`config.mk`:
```
export PLATFORM = sky130hd
export DESIGN_NAME = tlfk_cell
export DESIGN_NICKNAME = d
export VERILOG_FILES = /design/src/sv/tlfk_pkg.sv /design/src/sv/tlfk_cell.sv
export SDC_FILE = /design/constraint.sdc
export NUM_CORES = 1
export LEC_CHECK = 0
export BUFFER_PORTS_ARGS = -buffer_cell sky130_fd_sc_hd__buf_2
export CAP_MARGIN = 20
export CORE_MARGIN = 4
export CORE_UTILIZATION = 27
export DETAILED_ROUTE_END_ITERATION = 8
export PLACE_DENSITY_LB_ADDON = 0.12
export SYNTH_ARGS = -nofsm -noshare
export SYNTH_HDL_FRONTEND = slang
export SYNTH_SLANG_ARGS = --single-unit
```
`constraint.sdc`:
```
create_clock -name clk -period 8.9 [get_ports clk]
set_clock_uncertainty 0.2 [all_clocks]
set_input_delay 0 -clock clk [delete_from_list [all_inputs] [get_ports clk]]
set_output_delay 0 -clock clk [all_outputs]
set_load 0.01 [all_outputs]
```
`src/sv/tlfk_pkg.sv`:
```
`default_nettype none
package tlfk_pkg;

  localparam int CORDIC_STAGES = 16;
  localparam int TABLE_LEN     = 24;
  localparam int ANG_FULL      = 23040;
  localparam int ANG_HALF      = 11520;
  localparam int ANG_QUARTER   = 5760;
  localparam logic signed [33:0] CORDIC_GAIN_Q30 = 34'sd652032874;
  localparam logic [18:0] K_Q24 = 19'd292809;

  // Register indexes of the configuration port.
  localparam logic [0:0] REG_LOWER_ARM = 1'b0;
  localparam logic [0:0] REG_UPPER_ARM = 1'b1;

  // CORDIC word widths: Q30 vector plus growth, angle in degrees * 2^22.
  localparam int XW = 34;
  localparam int ZW = 32;

  typedef logic signed [XW-1:0] vec_t;
  typedef logic signed [ZW-1:0] ang_t;

  // One CORDIC lane item moving down the chain.
  typedef struct packed {
    vec_t x;
    vec_t y;
    ang_t z;
    logic neg;
  } lane_t;

  // Side data that rides along the chain with each item.
  typedef struct packed {
    logic        vld;
    logic signed [16:0] tr;
    logic signed [16:0] pr;
  } side_t;

  // atan(2^-i) in degrees * 2^22.
  function automatic ang_t atan_deg(input logic [4:0] i);
    ang_t v;
    begin
      unique case (i)
        5'd0:  v = 32'sd188743680;
        5'd1:  v = 32'sd111421900;
        5'd2:  v = 32'sd58872272;
        5'd3:  v = 32'sd29884485;
        5'd4:  v = 32'sd15000234;
        5'd5:  v = 32'sd7507429;
        5'd6:  v = 32'sd3754631;
        5'd7:  v = 32'sd1877430;
        5'd8:  v = 32'sd938729;
        5'd9:  v = 32'sd469366;
        5'd10: v = 32'sd234683;
        5'd11: v = 32'sd117342;
        5'd12: v = 32'sd58671;
        5'd13: v = 32'sd29335;
        5'd14: v = 32'sd14668;
        5'd15: v = 32'sd7334;
        5'd16: v = 32'sd3667;
        5'd17: v = 32'sd1833;
        5'd18: v = 32'sd917;
        5'd19: v = 32'sd458;
        5'd20: v = 32'sd229;
        5'd21: v = 32'sd115;
        5'd22: v = 32'sd57;
        5'd23: v = 32'sd29;
        default: v = '0;
      endcase
      return v;
    end
  endfunction

  // Reduce an angle in 1/64 degree (17 bit) into [-90, 90] with a fold flag,
  // and return the seed lane item.
  function automatic lane_t seed(input logic signed [16:0] a);
    logic signed [17:0] r, off;
    lane_t l;
    begin
      r = {a[16], a};
      // Pick the multiple of 360 degrees that brings the angle into [-180, 180).
      priority if (r >= 18'(3 * ANG_FULL - ANG_HALF)) off = 18'(3 * ANG_FULL);
      else if (r >= 18'(2 * ANG_FULL - ANG_HALF))     off = 18'(2 * ANG_FULL);
      else if (r >= 18'(ANG_HALF))                    off = 18'(ANG_FULL);
      else if (r >= -18'(ANG_HALF))                   off = '0;
      else if (r >= -18'(ANG_FULL + ANG_HALF))        off = -18'(ANG_FULL);
      else if (r >= -18'(2 * ANG_FULL + ANG_HALF))    off = -18'(2 * ANG_FULL);
      else                                            off = -18'(3 * ANG_FULL);
      r = r - off;
      l.neg = 1'b0;
      if (r > 18'(ANG_QUARTER)) begin
        r = r - 18'(ANG_HALF);
        l.neg = 1'b1;
      end else if (r < -18'(ANG_QUARTER)) begin
        r = r + 18'(ANG_HALF);
        l.neg = 1'b1;
      end
      l.x = CORDIC_GAIN_Q30;
      l.y = '0;
      l.z = ZW'(r) <<< 16;
      return l;
    end
  endfunction

  // Saturate a 64 bit value to 23 bits.
  function automatic logic signed [22:0] sat23(input logic signed [63:0] v);
    begin
      if (v > 64'sd4194303) return 23'sd4194303;
      else if (v < -64'sd4194304) return -23'sd4194304;
      else return v[22:0];
    end
  endfunction

  function automatic logic signed [17:0] sat18(input logic signed [63:0] v);
    begin
      if (v > 64'sd131071) return 18'sd131071;
      else if (v < -64'sd131072) return -18'sd131072;
      else return v[17:0];
    end
  endfunction

endpackage
`default_nettype wire

```
`src/sv/tlfk_cell.sv`:
```
`default_nettype none
// One CORDIC micro-rotation for both angle lanes, registered.
module tlfk_cell (
  input  wire logic              clk,
  input  wire logic              en,
  input  wire logic [4:0]        idx,
  input  wire tlfk_pkg::lane_t   a_in,
  input  wire tlfk_pkg::lane_t   b_in,
  input  wire tlfk_pkg::side_t   s_in,
  input  wire logic              rst_n,
  output tlfk_pkg::lane_t        a_out,
  output tlfk_pkg::lane_t        b_out,
  output tlfk_pkg::side_t        s_out
);

  tlfk_pkg::lane_t a_nxt, b_nxt, a_r, b_r;
  logic               vld_r;
  logic signed [16:0] tr_r, pr_r;

  function automatic tlfk_pkg::lane_t rot(input tlfk_pkg::lane_t l, input logic [4:0] i);
    tlfk_pkg::lane_t o;
    tlfk_pkg::vec_t  dx, dy;
    begin
      dx = l.x >>> i;
      dy = l.y >>> i;
      o.neg = l.neg;
      if (!l.z[tlfk_pkg::ZW-1]) begin
        o.x = l.x - dy;
        o.y = l.y + dx;
        o.z = l.z - tlfk_pkg::atan_deg(i);
      end else begin
        o.x = l.x + dy;
        o.y = l.y - dx;
        o.z = l.z + tlfk_pkg::atan_deg(i);
      end
      return o;
    end
  endfunction

  assign a_nxt = rot(a_in, idx);
  assign b_nxt = rot(b_in, idx);

  // Payload advances whenever the chain moves.
  always_ff @(posedge clk) begin
    if (en) begin
      a_r  <= a_nxt;
      b_r  <= b_nxt;
      tr_r <= s_in.tr;
      pr_r <= s_in.pr;
    end
  end

  always_ff @(posedge clk) begin
    if (!rst_n) begin
      vld_r <= 1'b0;
    end else if (en) begin
      vld_r <= s_in.vld;
    end
  end

  assign a_out = a_r;
  assign b_out = b_r;
  assign s_out = {vld_r, tr_r, pr_r};

endmodule
`default_nettype wire

```
==> metrics, run 1 <==
register area=just over 7000 um2; io pins=482; normalized max-slew margin=0.279; clock tree buffer depth=3; mux contribution to synthesized area=0.172; Startpoint Class=input port; highest net fanout along the worst path=50; critical path class=in2reg; largest family of logic cells by synthesized area=compound AO/OA/AOI/OAI gates; via count=30770; wire per inst=24.9 um; Post-synth EDFFs=approximately 240; #FFs+latches synth=237; hold crit path type=in2reg; WP data required=9.19 ns; XOR/XNOR share of the synthesized area=0.0900; initial antenna violation count=3; RSZ-0062 raised after global routing=false; Max Slew Vio Count=0; PortBufs=481; vias per inst=5.47; library cells used by synthesis=124; DRT iter0 DRCs=about 2500; area of the multi-input gates=approximately 22000 um2; Synth Area in Adders=0.0871; CTS Root Cell=clkbuf_16; synth top area cells=edfxtp_1 23%, ha_1 8.3%, mux4_2 7.7%; die area=120000 um2; count of max-cap constraint violations=0; share of cells above drive strength 1=0.210; fin crit period=7.09 ns; critical path capture point type=flip-flop; worst-margin pin slew=1.08 ns; # rows=124; final worst slack=1.81 ns; fin crit share=0.797; GRT overflow=0; total global-route track usage=0.222; drt first pass iters=6; post-synth top area share=0.229; power per cell area=166 nW/um2; core area=roughly 110000 um2; global-route wire length before repair=206000 um; CTS tree=done; leakage=16.1 nW; CTS Buf Count=31; Main synth FF type=edfxtp_1; largest net degree at the start of global routing=107; status=finished, final reports clean; Post-Route WL=about 140000 um; Avg Inst Size Synth=9.25 um2; fmax=roughly 140 MHz; GPL Wtd Cong=0.952; DRT antenna net count=0; number of global-route vias before repair=between 30000 and 40000; DRC=0; post-synthesis simple-gate area fraction=0.147; cells after synthesis=3351; Fin. Hold Viols=0; Yosys warnings=0; Worst IR Drop VDD=about 0.14 mV; Critical Path AT=7.38 ns; nets=around 4500; chip height=347 um; Layout area overhead=26.3%; Synth Area in Compound Gates=0.225; dpl hpwl=109000 um; Post-Syn Area=31000 um2; clk slew on worst S/H paths=around 0.060 ns; Fillers=11938; Max H-tree Level=1; asr flop ratio synth=0; sequential area share after synthesis=0.229; Design Power=6.49 mW; Setup TNS=0 ns; number of clock sinks=237; Synth Net Count=3808; setup violators final=0; chip width=347 um; Initial Util=0.271; largest area contributor in the netlist=edfxtp_1; Final Hold Slack=0.0750 ns; worst-skew pair later-pin latency=0.62 ns; pre-CTS setup slack=1.76 ns
## metal layers
layer,track usage,routed length [um],up-vias
met2,0.357,62600,1268
li1,-,-,14373
met5,0,13,-
met3,0.0384,9470,260
met4,0.0790,5570,2
met1,0.301,62300,14867
## worst max-delay path: stages
cell and delay [ns]:
clkbuf_8 0.29, inv_2 0.83, buf_4 0.46, mux4_2 0.57, a221oi_1 0.51, and3_1 0.25
and4_1 0.32, and3_1 0.22, a41oi_1 0.13, xor2_1 0.20, ha_1 0.37, a21o_1 0.18
a21o_1 0.17, a21oi_1 0.13, o21ai_0 0.14, a31oi_1 0.18, a21boi_0 0.51, o2111ai_1 0.22
a31oi_1 0.30, mux2i_1 0.11, dlygate4sd3_1 0.56, o31ai_1 0.06, dlygate4sd3_1 0.56
## through the flow
| step | std cells | utilization | cell area, um2 |
|---|---|---|---|
| after detailed placement | 5204 | 0.303 | 34500 |
| after CTS | 5618 | 0.342 | 39100 |
| after floorplan | 3351 | - | 31000 |
| after global placement | 5204 | 0.303 | 34500 |
| after global routing | 5618 | 0.342 | 39100 |
| final | 5622 | 0.343 | 39100 |
## Yosys cell counts, types with 24 or more instances
library cell,instances
xnor2_1,205
o21a_1,42
nand3_1,63
a21oi_1,273
o22ai_1,41
and3_1,41
nor2b_1,32
nand2b_1,49
a211oi_1,34
mux2i_1,115
and2_1,25
a221oi_1,24
ha_1,206
edfxtp_1,236
nand2_1,285
a21o_1,108
xor2_1,109
clkbuf_1,75
a31oi_1,58
mux4_1,24
nor2_1,268
mux2_2,94
o21ai_0,172
o21bai_1,34
mux4_2,106
inv_1,83
nor3_1,38
buf_2,39
## power breakdown
part	switching (mW)	internal, mW	total, mW
Sequential	0.0803	1.62	1.70
Combinational	1.97	1.55	3.52
Clock	0.538	0.723	1.26
Total	2.59	3.90	6.49
## final timing paths
kind | end | from | cells past startpoint | slack, ns
hold reg to reg | vld_r | vld_r | 3 | 0.89
setup reg to reg | vld_r | vld_r | 3 | 7.54
hold / removal | a_out[67] | a_in[67] | 3 | 0.07
setup / recovery | a_out[63] | idx[0] | 23 | 1.81
## logic make-up after synthesis
| kind of cell | Yosys count |
|---|---|
| AND/OR/NAND/NOR | 928 |
| adder cells (fa/ha/maj) | 212 |
| XOR/XNOR | 316 |
| flip-flops | 237 |
| AO/OA/AOI/OAI | 1037 |
| multiplexers | 347 |
| buffers and inverters | 274 |
## registers in the layout, summed over array words and instances, names as in the netlist
register and flops:
a_out 101, b_out 101, pr_r 17, tr_r 17, vld_r 1
## timing repair
item                                   4_1_cts  5_1_grt
hold buffers                               356        0
endpoints found under the hold margin      290        0
resized for setup                            0        0
setup buffers                                0        0
## cells in the final DEF, fill, tap and decap left out, types with 37 or more instances in the layout
cell type	synthesis	routed
a21o_1	108	108
a21oi_1	273	273
a31oi_1	58	58
and3_1	41	41
buf_2	39	473
buf_4	15	48
dlygate4sd3_1	0	356
edfxtp_1	236	236
ha_1	206	206
inv_1	83	82
mux2_2	94	94
mux2i_1	115	115
mux4_2	106	106
nand2_1	285	285
nand2b_1	49	49
nand3_1	63	63
nor2_1	268	265
nor3_1	38	37
o21a_1	42	42
o21ai_0	172	172
o22ai_1	41	41
xnor2_1	205	205
xor2_1	109	109
## cell type report
cell class	count	share of cell area
repair buffers	884	0.164
diodes	4	0.000256
well taps	1512	0.0484
clock buffers	43	0.0218
clock inverters	15	0.00371
flip-flops and latches	237	0.182
multi-input cells	2840	0.572
inverters	87	0.00835
No activity file was read; power rests on OpenSTA's default activity.
==> run 2: changes to the inputs <==
Clock period 8.9 ns to 6.8 ns, I/O delays scaled along.
==> metrics, run 2 (synthesized netlist as in run 1, its figures left out) <==
fin crit period=between 6 and 7 ns; power per cell area=213 nW/um2 (+29%); largest net degree at the start of global routing=97 (-9.3%); fin crit share=0.948; largest stage delay on the critical path=0.67 ns (-0.16 ns); Max H-tree Level=1 (unchanged); met3 wire length=10700 um (+13%); initial antenna violation count=7 (+4); Initial Util=0.271 (unchanged); Design Power=8.51 mW (+31%); core area=114000 um2 (unchanged); die area=120000 um2 (unchanged); clock tree buffer depth=3 (unchanged); met2 wire length=64400 um (+2.9%); GRT overflow=0 (unchanged); Worst Path Buf+Inv=3 (-2); setup violators final=0 (unchanged); most frequent cells in the layout=473 x buf_2, 350 x dlygate4sd3_1, 285 x nand2_1; Top delay family on crit path=simple AND/OR/NAND/NOR gates; max layer used=met5; highest net fanout along the worst path=8 (-84%); Fillers=11937 (-0.0084%); Startpoint Class=input port; WP data required=6.96 ns (-2.23 ns); Post-Route WL=144000 um (+2.8%); post-CTS setup buffers=0 (unchanged); area of the multi-input gates=22400 um2 (about the same); cells along the critical path=dlygate4sd3_1, buf_2, mux4_1, mux4_2, o2bb2ai_1, a2111oi_2, and4_1, and4b_1, nor2b_1, nor2_1, xnor2_1, ha_1, and3_1, a221o_1, o21ai_0, or4b_2, a41oi_1, xnor2_1, dlygate4sd3_1; Post-Layout Cell Count=5719 (+1.7%); Placed Instances=5307 (+2.0%); DRC=0 (unchanged); number of global-route vias before repair=31234 (+1.4%); Fin. Hold Viols=0 (unchanged); drt first pass iters=5 (-1); count of max-cap constraint violations=0 (unchanged); number of clock sinks=237 (unchanged); # rows=124 (unchanged); worst-skew pair later-pin latency=0.64 ns (+0.02 ns); DRT antenna net count=0 (unchanged); CP max-delay cell=or4b_2; status=finished, final reports clean; PortBufs=481 (unchanged); Worst IR Drop VDD=0.148 mV (+5.7%); Final Hold Slack=0.0930 ns (+0.0180 ns); wire per inst=25.1 um (+1.0%); CTS Buf Count=31 (unchanged); CTS Root Cell=clkbuf_16; Critical Path AT=6.60 ns (-0.78 ns); share of cells above drive strength 1=0.229 (+0.0190); via count=31101 (+1.1%); Max Slew Vio Count=0 (unchanged); clk slew on worst S/H paths=0.06 ns (about the same); CTS tree=done; RSZ-0062 raised after global routing=false; chip height=347 um (unchanged); Layout area overhead=28.7%; Setup TNS=0 ns (unchanged); worst-margin pin slew=1.12 ns (+0.0432 ns); global-route wire length before repair=210000 um (+1.9%); fmax=155 MHz; most common cell after layout, fill and taps aside=buf_2; nets=4635 (+2.1%); normalized max-slew margin=0.249 (-0.0306); io pins=482 (unchanged); leakage=16.6 nW (+3.1%); register area=7110 um2 (unchanged); total global-route track usage=0.228 (+0.00568); dpl hpwl=114000 um (+5.2%); DRT iter0 DRCs=2373 (-6.1%); GPL Wtd Cong=0.974 (+2.2%); critical path class=in2reg; vias per inst=5.44 (-0.64%); hold crit path type=in2reg; wire length on met1=63200 um (+1.4%); chip width=347 um (unchanged); critical path capture point type=flip-flop
[run 2: cell types whose count changed in the layout (fill, tap and decap cells not counted), moves of 2 or more]
cell           previous run  this run
buf_4                    48       144
clkinv_1                  4        13
buf_12                    4        11
dlygate4sd3_1           356       350
clkinvlp_4                5         1
clkbuf_1                  9         6
clkbuf_8                  4         1
a211oi_1                 34        32
a211oi_2                  3         5
[run 2: worst reg2reg max path: stages (launching register included)]
cell and delay [ns]:
dfxtp_1 0.32, mux2i_1 0.12, nor2b_1 0.06, dlygate4sd3_1 0.55
[run 2: timing repair]
item                                    CTS  global route
hold buffers                            350             0
resized for setup                         0             4
endpoints found under the hold margin   341             0
endpoints found under the setup margin    0             2
[run 2: final cells by class]
| cell class | count | share of cell area |
|---|---|---|
| inverter | 87 | 0.00819 |
| antenna | 5 | 0.000314 |
| sequential | 237 | 0.178 |
| clock buffer | 37 | 0.0200 |
| tap | 1512 | 0.0474 |
| clock inverter | 20 | 0.00364 |
| timing repair buffer | 981 | 0.181 |
| multi-input combinational | 2840 | 0.561 |
[run 2: worst paths after layout]
kind | from | to | slack, ns | cells past startpoint
min reg2reg | vld_r | vld_r | 0.90 | 3
max reg2reg | vld_r | vld_r | 5.44 | 3
max | b_in[49] | b_out[98] | 0.36 | 19
min | a_in[1] | a_out[1] | 0.09 | 3
[run 2: through the flow]
stage          setup slack (ns)  instance area [um2]   util
2_1_floorplan             0.389                31000      -
3_3_place_gp            -0.0144                35400  0.310
3_5_place_dp              0.121                35400  0.310
4_1_cts                   0.313                39900  0.349
5_1_grt                  0.0362                39900  0.349
6_report                  0.356                39900  0.349
[run 2: metal layers]
| layer | track usage | vias to the layer above |
|---|---|---|
| li1 | - | 14571 |
| met1 | 0.305 | 15037 |
| met2 | 0.364 | 1237 |
| met3 | 0.0496 | 252 |
| met4 | 0.0783 | 4 |
| met5 | 0 | - |
[run 2: report_power, final]
part / internal [mW] / switching [mW]
clock network: 0.899 / 0.685
registers: 2.12 / 0.103
logic: 2.09 / 2.61
